<file path="src/dpsk_pkg.sv">
// Shared types, constants and table functions for the DPSK pulse-shaping modulator.
`timescale 1ns / 1ps

package dpsk_pkg;

    localparam int PROTO_LEN = 33;

    // Right half of a raised-cosine pulse, beta 0.5, 16 samples per symbol, Q1.15
    localparam int PROTO_SHAPE [PROTO_LEN] = '{
        32767, 32528, 31816, 30652, 29073, 27124, 24863, 22354,
        19668, 16878, 14057, 11276, 8602, 6092, 3797, 1757,
        0, -1456, -2606, -3454, -4014, -4310, -4372, -4234,
        -3934, -3511, -3005, -2453, -1888, -1339, -830, -380,
        0
    };

    // Controller to datapath commands
    typedef struct packed {
        logic load;   // shift a new symbol into the history
        logic issue;  // start one sample down the pipeline
        logic last;   // issued sample closes the run
    } dp_cmd_t;

    // sin(pi/2 * x), x and result in Q30
    function automatic longint unsigned quarter_sine(longint unsigned x);
        longint unsigned y;
        longint unsigned t;
        y = (x * x) >> 30;
        t = 64'd172272;
        t = 64'd5026994 - ((y * t) >> 30);
        t = 64'd85569306 - ((y * t) >> 30);
        t = 64'd693598669 - ((y * t) >> 30);
        t = 64'd1686629713 - ((y * t) >> 30);
        return (x * t) >> 30;
    endfunction

endpackage

</file>
<file path="src/dpsk_pulse_shaping_modulator.sv">
// Usage notes:
// Symbol channel (sym_valid/sym_stall) carries func and data_bit: func 0 sends
// data_bit differentially encoded (1 flips the carrier sign), func 1 sends silence.
// Each symbol transaction produces SAMPLES_PER_SYMBOL sample transactions on the
// sample channel (smp_valid/smp_stall), last marking the final one of the run.
// The run controller issues one sample per cycle unless the sample channel
// stalls; the next symbol is taken in the cycle of the previous run's final
// issue. Each sample passes through the shaping sum, sine ROM read, multiply
// and round/saturate stages, each registered, before it appears.
// The carrier phase advances once per sample and runs freely across symbols.
// cfg_data loads carrier_step whenever cfg_valid is high (cfg_ready is always
// high); write only while no run is in flight.
// A stall on the sample channel freezes the whole pipeline and the run counter.
// Reset clears history to silence, sign to +1, phase to 0, carrier_step to 2^29.
`timescale 1ns / 1ps

module dpsk_pulse_shaping_modulator #(
    parameter int SAMPLES_PER_SYMBOL = 16,
    parameter int SINE_TABLE_DEPTH   = 256
) (
    input  logic               clk,
    input  logic               rst_n,
    input  logic               sym_valid,
    output logic               sym_stall,
    input  logic               func,
    input  logic               data_bit,
    input  logic               cfg_valid,
    output logic               cfg_ready,
    input  logic [31:0]        cfg_data,
    output logic               smp_valid,
    input  logic               smp_stall,
    output logic signed [15:0] sample,
    output logic               last
);
    import dpsk_pkg::*;

    localparam int KW = $clog2(SAMPLES_PER_SYMBOL);

    dp_cmd_t        cmd;
    logic [KW-1:0]  k;
    logic           adv;

    assign cfg_ready = 1'b1;

    dpsk_ctrl #(
        .SAMPLES_PER_SYMBOL (SAMPLES_PER_SYMBOL)
    ) u_ctrl (
        .clk       (clk),
        .rst_n     (rst_n),
        .sym_valid (sym_valid),
        .sym_stall (sym_stall),
        .adv       (adv),
        .cmd       (cmd),
        .k         (k)
    );

    dpsk_dp #(
        .SAMPLES_PER_SYMBOL (SAMPLES_PER_SYMBOL),
        .SINE_TABLE_DEPTH   (SINE_TABLE_DEPTH)
    ) u_dp (
        .clk       (clk),
        .rst_n     (rst_n),
        .cmd       (cmd),
        .k         (k),
        .adv       (adv),
        .func      (func),
        .data_bit  (data_bit),
        .cfg_valid (cfg_valid && cfg_ready),
        .cfg_data  (cfg_data),
        .smp_valid (smp_valid),
        .smp_stall (smp_stall),
        .sample    (sample),
        .last      (last)
    );

endmodule

</file>
<file path="src/dpsk_ctrl.sv">
// Run controller: accepts symbols and sequences the samples of each run.
`timescale 1ns / 1ps

module dpsk_ctrl #(
    parameter int SAMPLES_PER_SYMBOL = 16
) (
    input  logic                                   clk,
    input  logic                                   rst_n,
    input  logic                                   sym_valid,
    output logic                                   sym_stall,
    input  logic                                   adv,
    output dpsk_pkg::dp_cmd_t                      cmd,
    output logic [$clog2(SAMPLES_PER_SYMBOL)-1:0]  k
);
    import dpsk_pkg::*;

    localparam int KW = $clog2(SAMPLES_PER_SYMBOL);
    localparam logic [KW-1:0] K_LAST = KW'(SAMPLES_PER_SYMBOL - 1);

    typedef enum logic {
        ST_IDLE,
        ST_RUN
    } state_t;

    state_t          state_reg;
    logic [KW-1:0]   k_reg;
    logic            at_last;
    logic            accept;

    assign at_last   = (k_reg == K_LAST);
    assign sym_stall = !((state_reg == ST_IDLE) || (state_reg == ST_RUN && at_last && adv));
    assign accept    = sym_valid && !sym_stall;

    assign cmd.load  = accept;
    assign cmd.issue = (state_reg == ST_RUN) && adv;
    assign cmd.last  = at_last;
    assign k         = k_reg;

    always_ff @(posedge clk or negedge rst_n)
    begin
        if (!rst_n)
        begin
            state_reg <= ST_IDLE;
            k_reg     <= '0;
        end
        else
        begin
            priority if (accept)
            begin
                state_reg <= ST_RUN;
                k_reg     <= '0;
            end
            else if (cmd.issue)
            begin
                if (at_last)
                begin
                    state_reg <= ST_IDLE;
                    k_reg     <= '0;
                end
                else
                begin
                    k_reg <= k_reg + KW'(1);
                end
            end
            else
            begin
                state_reg <= state_reg;
                k_reg     <= k_reg;
            end
        end
    end

endmodule

</file>
<file path="src/dpsk_dp.sv">
// Datapath: symbol history, shaping ROM, carrier oscillator and sample pipeline.
`timescale 1ns / 1ps

module dpsk_dp #(
    parameter int SAMPLES_PER_SYMBOL = 16,
    parameter int SINE_TABLE_DEPTH   = 256
) (
    input  logic                                   clk,
    input  logic                                   rst_n,
    input  dpsk_pkg::dp_cmd_t                      cmd,
    input  logic [$clog2(SAMPLES_PER_SYMBOL)-1:0]  k,
    output logic                                   adv,
    input  logic                                   func,
    input  logic                                   data_bit,
    input  logic                                   cfg_valid,
    input  logic [31:0]                            cfg_data,
    output logic                                   smp_valid,
    input  logic                                   smp_stall,
    output logic signed [15:0]                     sample,
    output logic                                   last
);
    import dpsk_pkg::*;

    localparam int SHAPE_LEN = 2 * SAMPLES_PER_SYMBOL + 1;
    localparam int SW        = $clog2(SHAPE_LEN);
    localparam int IW        = $clog2(SINE_TABLE_DEPTH);
    localparam int PW        = 32 + IW + 1;
    localparam logic [31:0] STEP_RESET = 32'h2000_0000;

    typedef enum logic [1:0] {
        SYM_ZERO = 2'b00,
        SYM_POS  = 2'b01,
        SYM_NEG  = 2'b11
    } sym_t;

    function automatic logic signed [15:0] shape_at(int i);
        int num;
        int idx;
        int frac;
        int base;
        int nxt;
        num  = i * 16;
        idx  = num / SAMPLES_PER_SYMBOL;
        frac = num - idx * SAMPLES_PER_SYMBOL;
        if (idx > 32)
            idx = 32;
        base = PROTO_SHAPE[idx];
        nxt  = (idx < 32) ? PROTO_SHAPE[idx + 1] : base;
        return 16'(base + ((nxt - base) * frac) / SAMPLES_PER_SYMBOL);
    endfunction

    function automatic logic signed [15:0] sine_at(int i);
        longint unsigned four;
        longint unsigned quad;
        longint unsigned rem;
        longint unsigned x;
        longint unsigned v;
        four = longint'(i) * 4;
        quad = four / SINE_TABLE_DEPTH;
        rem  = four - quad * SINE_TABLE_DEPTH;
        if (quad[0])
            rem = SINE_TABLE_DEPTH - rem;
        x = (rem << 30) / SINE_TABLE_DEPTH;
        v = (quarter_sine(x) + 64'd16384) >> 15;
        if (v > 64'd32767)
            v = 64'd32767;
        return quad[1] ? -16'(v) : 16'(v);
    endfunction

    function automatic logic signed [17:0] term(sym_t s, logic signed [15:0] v);
        logic signed [17:0] r;
        unique case (s)
            SYM_POS: r = 18'(v);
            SYM_NEG: r = -18'(v);
            default: r = '0;
        endcase
        return r;
    endfunction

    logic signed [15:0] shape_rom [SHAPE_LEN];
    logic signed [15:0] sine_rom  [SINE_TABLE_DEPTH];

    for (genvar g = 0; g < SHAPE_LEN; g++)
    begin : g_shape
        assign shape_rom[g] = shape_at(g);
    end

    for (genvar g = 0; g < SINE_TABLE_DEPTH; g++)
    begin : g_sine
        assign sine_rom[g] = sine_at(g);
    end

    // State
    logic [31:0]  step_reg;
    logic [31:0]  phase_reg;
    logic         sign_reg;
    sym_t         hist_reg [4];
    logic         sign_next;
    sym_t         sym_next;

    // Pipeline
    logic                 v1_reg, v2_reg, v3_reg, out_valid_reg;
    logic                 l1_reg, l2_reg, l3_reg, out_last_reg;
    logic signed [17:0]   sum1_reg, sum2_reg;
    logic [IW-1:0]        sidx1_reg;
    logic signed [15:0]   sine2_reg;
    logic signed [33:0]   prod3_reg;
    logic signed [15:0]   sample_reg;

    logic [SW-1:0]        ia, ib, ic, id;
    logic signed [17:0]   sum_next;
    logic [PW-1:0]        phase_prod;
    logic signed [34:0]   biased;
    logic signed [18:0]   rounded;
    logic signed [15:0]   sample_next;

    assign adv = !(out_valid_reg && smp_stall);

    assign sign_next = sign_reg ^ data_bit;
    assign sym_next  = func ? SYM_ZERO : (sign_next ? SYM_NEG : SYM_POS);

    assign ia = SW'(SAMPLES_PER_SYMBOL) + SW'(k);
    assign ib = SW'(k);
    assign ic = SW'(SAMPLES_PER_SYMBOL) - SW'(k);
    assign id = SW'(2 * SAMPLES_PER_SYMBOL) - SW'(k);

    assign sum_next = term(hist_reg[0], shape_rom[ia]) + term(hist_reg[1], shape_rom[ib])
                    + term(hist_reg[2], shape_rom[ic]) + term(hist_reg[3], shape_rom[id]);

    assign phase_prod = PW'(phase_reg) * PW'(SINE_TABLE_DEPTH);

    assign biased  = 35'(prod3_reg) + 35'sd32768;
    assign rounded = 19'(biased >>> 16);

    always_comb
    begin
        priority if (rounded > 19'sd32767)
            sample_next = 16'sh7FFF;
        else if (rounded < -19'sd32768)
            sample_next = -16'sh8000;
        else
            sample_next = 16'(rounded);
    end

    always_ff @(posedge clk or negedge rst_n)
    begin
        if (!rst_n)
        begin
            step_reg  <= STEP_RESET;
            phase_reg <= '0;
            sign_reg  <= 1'b0;
            for (int i = 0; i < 4; i++)
                hist_reg[i] <= SYM_ZERO;
            v1_reg        <= 1'b0;
            v2_reg        <= 1'b0;
            v3_reg        <= 1'b0;
            out_valid_reg <= 1'b0;
        end
        else
        begin
            if (cfg_valid)
                step_reg <= cfg_data;
            if (cmd.load)
            begin
                if (!func)
                    sign_reg <= sign_next;
                hist_reg[0] <= hist_reg[1];
                hist_reg[1] <= hist_reg[2];
                hist_reg[2] <= hist_reg[3];
                hist_reg[3] <= sym_next;
            end
            if (cmd.issue)
                phase_reg <= phase_reg + step_reg;
            if (adv)
            begin
                v1_reg        <= cmd.issue;
                v2_reg        <= v1_reg;
                v3_reg        <= v2_reg;
                out_valid_reg <= v3_reg;
            end
        end
    end

    always_ff @(posedge clk)
    begin
        if (adv)
        begin
            sum1_reg     <= sum_next;
            sidx1_reg    <= phase_prod[32 +: IW];
            l1_reg       <= cmd.last;
            sine2_reg    <= sine_rom[sidx1_reg];
            sum2_reg     <= sum1_reg;
            l2_reg       <= l1_reg;
            prod3_reg    <= 34'(sum2_reg) * 34'(sine2_reg);
            l3_reg       <= l2_reg;
            sample_reg   <= sample_next;
            out_last_reg <= l3_reg;
        end
    end

    assign smp_valid = out_valid_reg;
    assign sample    = sample_reg;
    assign last      = out_last_reg;

endmodule

</file>
<file path="config.mk">
export PLATFORM = sky130hd
export DESIGN_NAME = dpsk_pulse_shaping_modulator
export DESIGN_NICKNAME = d
export VERILOG_FILES = /design/src/dpsk_pkg.sv /design/src/dpsk_pulse_shaping_modulator.sv /design/src/dpsk_ctrl.sv /design/src/dpsk_dp.sv
export SDC_FILE = /design/constraint.sdc
export NUM_CORES = 1
export LEC_CHECK = 0
export ABC_AREA = 1
export ABC_CLOCK_PERIOD_IN_PS = 5450
export BUFFER_PORTS_ARGS = -buffer_cell sky130_fd_sc_hd__buf_2
export CAP_MARGIN = 30
export CORE_UTILIZATION = 55
export DETAILED_ROUTE_END_ITERATION = 8
export PLACE_DENSITY = 0.74
export SETUP_SLACK_MARGIN = 0.4
export SYNTH_ARGS = -nofsm -noshare
export SYNTH_HDL_FRONTEND = slang
export SYNTH_HIERARCHICAL = 1
export SYNTH_SLANG_ARGS = --single-unit
</file>
<file path="constraint.sdc">
create_clock -name clk -period 5.45 [get_ports clk]
set_input_delay 0.545 -clock clk [delete_from_list [all_inputs] [get_ports clk]]
set_output_delay 0.545 -clock clk [all_outputs]
set_load 0.05 [all_outputs]
</file>
=== Word-level counts from Yosys, hierarchy flattened ===
Memories as Yosys holds them, arrays and structs flattened. A register that Yosys moved wholly into a read port is not among the register bits.
Cells that the tools add are included.

* Register bits after elaboration: 180
* Bits in latches: 0
* Bits in writable memories: 0
* Bits in read-only memories: 8,192
* Input port bits: 39
* Output and inout bits: 20
* Word-level logic and storage cells: 98
* Memories: 5

* $add $sub $neg: 13
* Multiply operators: 1
* Div/mod/pow operators: 0
* Magnitude comparators: 6
* Eq/ne operators: 9
* Shift-type cells: 0
* Muxes and demuxes: 21
* Bitwise operators: 8
* Reductions and logical operators: 13

{| class="wikitable"
|+ Memories
! name !! words !! width !! read ports !! clocked after memory_dff !! wr ports !! RTL line !! source
|-
| (name not given) || 256 || 16 || 1 || 1 || 0 || dpsk_dp.sv:191 || <nowiki>sine2_reg <= sine_rom[sidx1_reg];</nowiki>
|-
| (name not given) || 64 || 16 || 1 || 0 || 0 || dpsk_dp.sv:128 || <nowiki>+ term(hist_reg[2], shape_rom[ic]) + term(hist_reg[3], shape_rom[id]);</nowiki>
|-
| (name not given) || 64 || 16 || 1 || 0 || 0 || dpsk_dp.sv:128 ||
|-
| (name not given) || 64 || 16 || 1 || 0 || 0 || dpsk_dp.sv:127 || <nowiki>assign sum_next = term(hist_reg[0], shape_rom[ia]) + term(hist_reg[1], shape_rom[ib])</nowiki>
|-
| (name not given) || 64 || 16 || 1 || 0 || 0 || dpsk_dp.sv:127 ||
|}

{| class="wikitable"
|+ Operator list
! kind !! number
|-
| $mux W16 || 9
|-
| $pmux W18 S2 || 4
|-
| $neg A16 Y18 || 4
|-
| $add A18 B18 Y18 || 3
|-
| $add A34 B17 Y35 const B || 1
|-
| $mul A18 B16 Y34 || 1
|-
| $add A32 B32 Y32 || 1
|-
| $ge A7 B7 Y1 const B || 4
|-
| $not A6 Y7 || 3
|-
| $gt A19 B16 Y1 const B || 1
|-
| $lt A19 B16 Y1 const B || 1
|-
| $mux W4 || 3
|-
| $not A8 Y9 || 1
|-
| $eq A2 B1 Y1 const B || 4
|-
| $eq A2 B2 Y1 const B || 4
|-
| $not A4 Y7 || 1
|-
| $add A5 B4 Y6 const A || 1
|-
| $sub A5 B4 Y6 const A || 1
|-
| $sub A6 B4 Y6 const A || 1
|-
| $logic_and A1 B1 Y1 || 5
|-
| $add A4 B1 Y4 const B || 1
|-
| $eq A4 B4 Y1 const B || 1
|-
| $mux W2 || 2
|-
| $reduce_and A2 Y1 || 2
|-
| 6 further kinds || 12
|}

=== Longest topological paths before layout ===
* Depth in word-level cells: 10
* Depth in mapped cells: 37
* Depth with buffers taken out: 35

=== Modules after synthesis ===
Netlist, hierarchy kept.

{| class="wikitable"
|+ By module, submodules not included
! module !! instances !! cells an instance !! area an instance (sq um) !! seq. area each (sq um)
|-
| dpsk_dp || 1 || 3,688 || 27,292.4 || 4,901.0
|-
| dpsk_ctrl || 1 || 42 || 320.3 || 125.1
|-
| dpsk_pulse_shaping_modulator || 1 || 2 || 11.3 || 0.0
|}

=== Worst setup path before layout ===
Ideal clock, no wire load.

* Path type: reg-to-reg
* Start: reg u_ctrl.k_reg[1] (netlist: u_ctrl/k[1])
* End: reg u_dp.sum1_reg[17], data pin
* Data arrival time: 5.453 ns
* Data required time: 5.198 ns
* Slack: -0.255 ns
* Stages on the path, launching flop included: 35
* Buffers on the path: 3
* Clock period less this slack: 5.705 ns
* Path through: dfrtp_1 -> buf_2 -> inv_1 -> ha_1 -> inv_1 -> ha_1 -> buf_2 -> inv_2 -> buf_2 -> nor2_1 -> a21oi_1 -> nand2_1 -> nand3_1 -> nand2_2 -> ha_1 -> inv_1 -> nor3_2 -> nor2_1 -> o21ai_0 -> a21oi_1 -> fa_1 -> inv_1 -> fa_1 -> inv_1 -> ha_1 -> a21oi_1 -> o21ai_0 -> a21oi_1 -> o21ai_0 -> nand2_1 -> nand2_1 -> a221oi_1 -> inv_1 -> nand3_1 -> nand2_1

* Longest elaborated chain between the ends: 10
* Elaborated cells on any way between the ends: 30
* Those cells by class: add/sub: 10; mux: 12; bitwise: 4; memory: 4

{| class="wikitable"
|+ RTL lines
! what !! RTL line !! source
|-
| start: declaration || dpsk_ctrl.sv:26 || <nowiki>logic [KW-1:0] k_reg;</nowiki>
|-
| start signal: assignment || dpsk_ctrl.sv:62 || <nowiki>k_reg <= k_reg + KW'(1);</nowiki>
|-
| start signal: assignment || dpsk_ctrl.sv:68 || <nowiki>k_reg <= k_reg;</nowiki>
|-
| $add A5 B4 Y6 || dpsk_dp.sv:122 || <nowiki>assign ia = SW'(SAMPLES_PER_SYMBOL) + SW'(k);</nowiki>
|-
| $not A6 Y7 (implied by the code) || dpsk_dp.sv:127 ||
|-
| $mem_v2 Z64 W16 || -- ||
|-
| $mux W16 (implied by the code) (2 in a row) || dpsk_dp.sv:127 ||
|-
| $neg A16 Y18 || dpsk_dp.sv:74 || <nowiki>SYM_NEG: r = -18'(v);</nowiki>
|-
| $pmux W18 S2 || dpsk_dp.sv:72 || <nowiki>unique case (s)</nowiki>
|-
| $add A18 B18 Y18 || dpsk_dp.sv:127 ||
|-
| $add A18 B18 Y18 || dpsk_dp.sv:128 ||
|-
| $add A18 B18 Y18 * || dpsk_dp.sv:128 ||
|-
| named net u_dp.sum_next[17] || dpsk_dp.sv:111 || <nowiki>logic signed [17:0] sum_next;</nowiki>
|-
| end signal: assignment || dpsk_dp.sv:188 || <nowiki>sum1_reg <= sum_next;</nowiki>
|-
| end: declaration || dpsk_dp.sv:104 || <nowiki>logic signed [17:0] sum1_reg, sum2_reg;</nowiki>
|}

Mark *: on every way through the listed nets, which the timed path passes. The rest lies on a longest branch. The select of a mux whose other input is x is not followed.
A chain may end at the register's enable or synchronous reset.

=== Worst setup path after layout ===
* Start: reg u_dp.sum2_reg[7]
* End: reg u_dp.prod3_reg[30], data pin

* Longest elaborated chain between the ends: 1

{| class="wikitable"
|+ RTL lines
! what !! RTL line !! source
|-
| start: declaration || dpsk_dp.sv:104 ||
|-
| start signal: assignment || dpsk_dp.sv:192 || <nowiki>sum2_reg <= sum1_reg;</nowiki>
|-
| $mul A18 B16 Y34 || dpsk_dp.sv:194 || <nowiki>prod3_reg <= 34'(sum2_reg) * 34'(sine2_reg);</nowiki>
|-
| end signal: assignment || dpsk_dp.sv:194 ||
|-
| end: declaration || dpsk_dp.sv:107 || <nowiki>logic signed [33:0] prod3_reg;</nowiki>
|}

Every way passes these cells.

==> metrics.md <==
| Metric | Value |
|---|---|
| Fillers | 4169 |
| Core area | 49300 um2 |
| Slew Viols, Final | 0 |
| Dominant cell type by area after synthesis | fa_1 |
| Top cells by area, synth | fa_1 (23%), nand2_1 (11%), edfxtp_1 (11%), inv_1 (10%), ha_1 (7.5%) |
| GP Congestion | between 1 and 1.5 |
| Syn-to-layout area delta | 19.5% |
| Worst Hold Class | in2reg |
| CP Launch Type | register |
| Post-synthesis sequential area ratio | 18.2% |
| Largest net degree at the start of global routing | slightly below 60 |
| Avg Cell Area, Syn | 7.40 um2 |
| RSZ-0062 raised after global routing | true |
| Reg clk slew, reported paths | roughly 0.080 ns |
| Syn_nets | 4260 |
| Dpl hpwl | 69000 um |
| Outcome | finished with violations |
| Synth cell count leaders | nand2_1 (817), inv_1 (772), fa_1 (324) |
| Yosys top cell area share | 23.5% |
| Failing checks | negative setup slack |
| Inserted Diodes | 0 |
| Worst Tran Pin Value | 1.03 ns |
| Yosys cell types | 67 |
| Post-synthesis cell area | between 20000 and 30000 um2 |
| WL per Instance | 19.1 um |
| Die width | 226 um |
| Min cycle time layout | 5.59 ns |
| CP Max Fanout | 9 |
| Yosys warns | 6 |
| Total track usage | 35.6% |
| Routed vias | 26400 |
| H-tree depth | 4 |
| Fin. Hold Viols | 0 |
| Fmax | between 150 and 200 MHz |
| Num CTS Buffers | 17 |
| Prevailing post-synth register cell | edfxtp_1 |
| CP Capture Type | register |
| CTS tree | yes |
| Final ANT Viol Nets | 0 |
| First-pass GRT wire length | about 140000 um |
| CP required | between 5 and 6 ns |
| Flops & latches, synth | 181 |
| Fin nets | 4509 |
| Clk root buf | clkbuf_16 |
| Vias in the first global route | 26400 |
| Hold WS | 0.287 ns |
| Post-synthesis instance total | approximately 3700 |
| Most frequent cell after synthesis | nand2_1 |
| Share of cells above drive strength 1 | approximately a fifth |
| Initial core utilization | 56.1% |
| Chip Height | approximately 230 um |
| Crit path setup slack, layout | -0.137 ns |
| CTS Sinks | 181 |
| Max_cap viols | 0 |
| Slew margin rel. | 31.4% |
| Residual DRC count | 0 |
| Iter 0 DRT Violations | 2586 |
| Pre-CTS WS | -0.130 ns |
| Initial antenna violation count | 0 |
| Clock latency on the worst-skew pair | 0.49 ns |
| Async SR Flop Fraction | 45.3% |
| DR vias/cell | around 5.7 |
| Num rows | 81 |
| Die area | around 51000 um2 |
| I/O Pins | 59 |
| Crit path DAT | 5.81 ns |
| Crit path kind | reg2reg |
| Grt total ovfl | 0 |
| First-pass iteration count of the detailed router | 6 |
| CTS Buffer Depth | 2 |
| Final Setup Violations | 9 |
| Drt total wl | 88800 um |
| Post-synth EDFFs | 99 |
| PortBufs | 57 |
| Period utilization | 103% |
| Final Skew | 0.0214 ns |
-- repair_timing --
action,CTS,global route
pin swaps,85,64
resized for setup,196,107
setup endpoints to repair,27,29
cloned,2,0
buffers inserted,39,18
hold buffers,1,0
endpoints found under the hold margin,1,0
-- cell families after synthesis --
group           Yosys count  synth area share (%)
other cells               1                0.0136
mux                      32                  1.30
flops                   181                  18.2
fa+ha+maj               489                  31.0
simple gates           1354                  20.4
xor+xnor                 77                  2.44
compound gates          652                  13.5
buf+inv                 946                  13.2
-- stage by stage --
stage / TNS, ns / cells / area, um2 / util, %
after floorplan: 0 / 3732 / 28400 / -
after global placement: -0.147 / 4564 / 30800 / 62.5
after detailed placement: -0.877 / 4566 / 30800 / 62.5
after CTS: -0.115 / 4640 / 32500 / 66.0
after global routing: -3.92 / 4658 / 33000 / 67.0
final: -0.633 / 4658 / 33000 / 67.0
-- metal layers --
metal	part of all wire, %	GRT usage (%)	wire, um
met1	41	46.3	36600
met3	8.4	7.14	7460
met5	0	0	0
met4	4.5	15.7	4020
met2	46	57.6	40700
-- worst max-delay path, stage by stage (launching register included) --
cell	delay [ns]
edfxtp_1	0.38
buf_6	0.16
buf_4	0.15
nand2_1	0.05
inv_1	0.04
fa_1	0.47
inv_1	0.06
fa_1	0.46
fa_1	0.51
inv_1	0.06
fa_1	0.51
fa_1	0.49
inv_1	0.05
fa_1	0.47
inv_1	0.06
ha_4	0.30
nand4_1	0.17
nor3_2	0.25
nand3_1	0.15
nand3_2	0.12
nand2_1	0.06
o211ai_1	0.10
a21oi_1	0.12
xor2_1	0.14
-- layout make-up --
cell class | instances | area, um2 | share of cell area [%]
Clock buffer | 18 | 429 | 1.30
Tap cell | 664 | 831 | 2.52
Clock inverter | 14 | 170 | 0.515
Multi-Input combinational cell | 2605 | 20400 | 61.9
Timing Repair inverter | 1 | 6.26 | 0.0189
Inverter | 789 | 2990 | 9.06
Sequential cell | 181 | 5030 | 15.2
Timing Repair Buffer | 386 | 3140 | 9.50
-- cells in the final DEF (no fill, tap or decap), drive strengths merged, types with 39 or more instances in the layout --
cell	count
a21oi	201
buf	385
dfrtp	81
edfxtp	99
fa	324
ha	165
inv	793
nand2	833
nand3	162
nor2	260
nor3	39
o21ai	283
xor2	52
-- final timing paths --
check	startpoint	endpoint	slack (ns)	depth (start not counted)
max	u_dp/sum2_reg[7]	u_dp/prod3_reg[30]	-0.14	23
min	cfg_data[30]	u_dp/step_reg[30]	0.29	2
max reg2reg	u_dp/sum2_reg[7]	u_dp/prod3_reg[30]	-0.14	23
min reg2reg	u_dp/l3_reg	u_dp/last	0.42	0
max in group asynchronous	rst_n	u_dp/phase_reg[24]	4.18	4
min in group asynchronous	rst_n	u_ctrl/k[1]	0.39	2
Power is left out: the tool's default activity adds up to more than one toggle a clock period on the data nets, which glitch-free logic cannot reach.
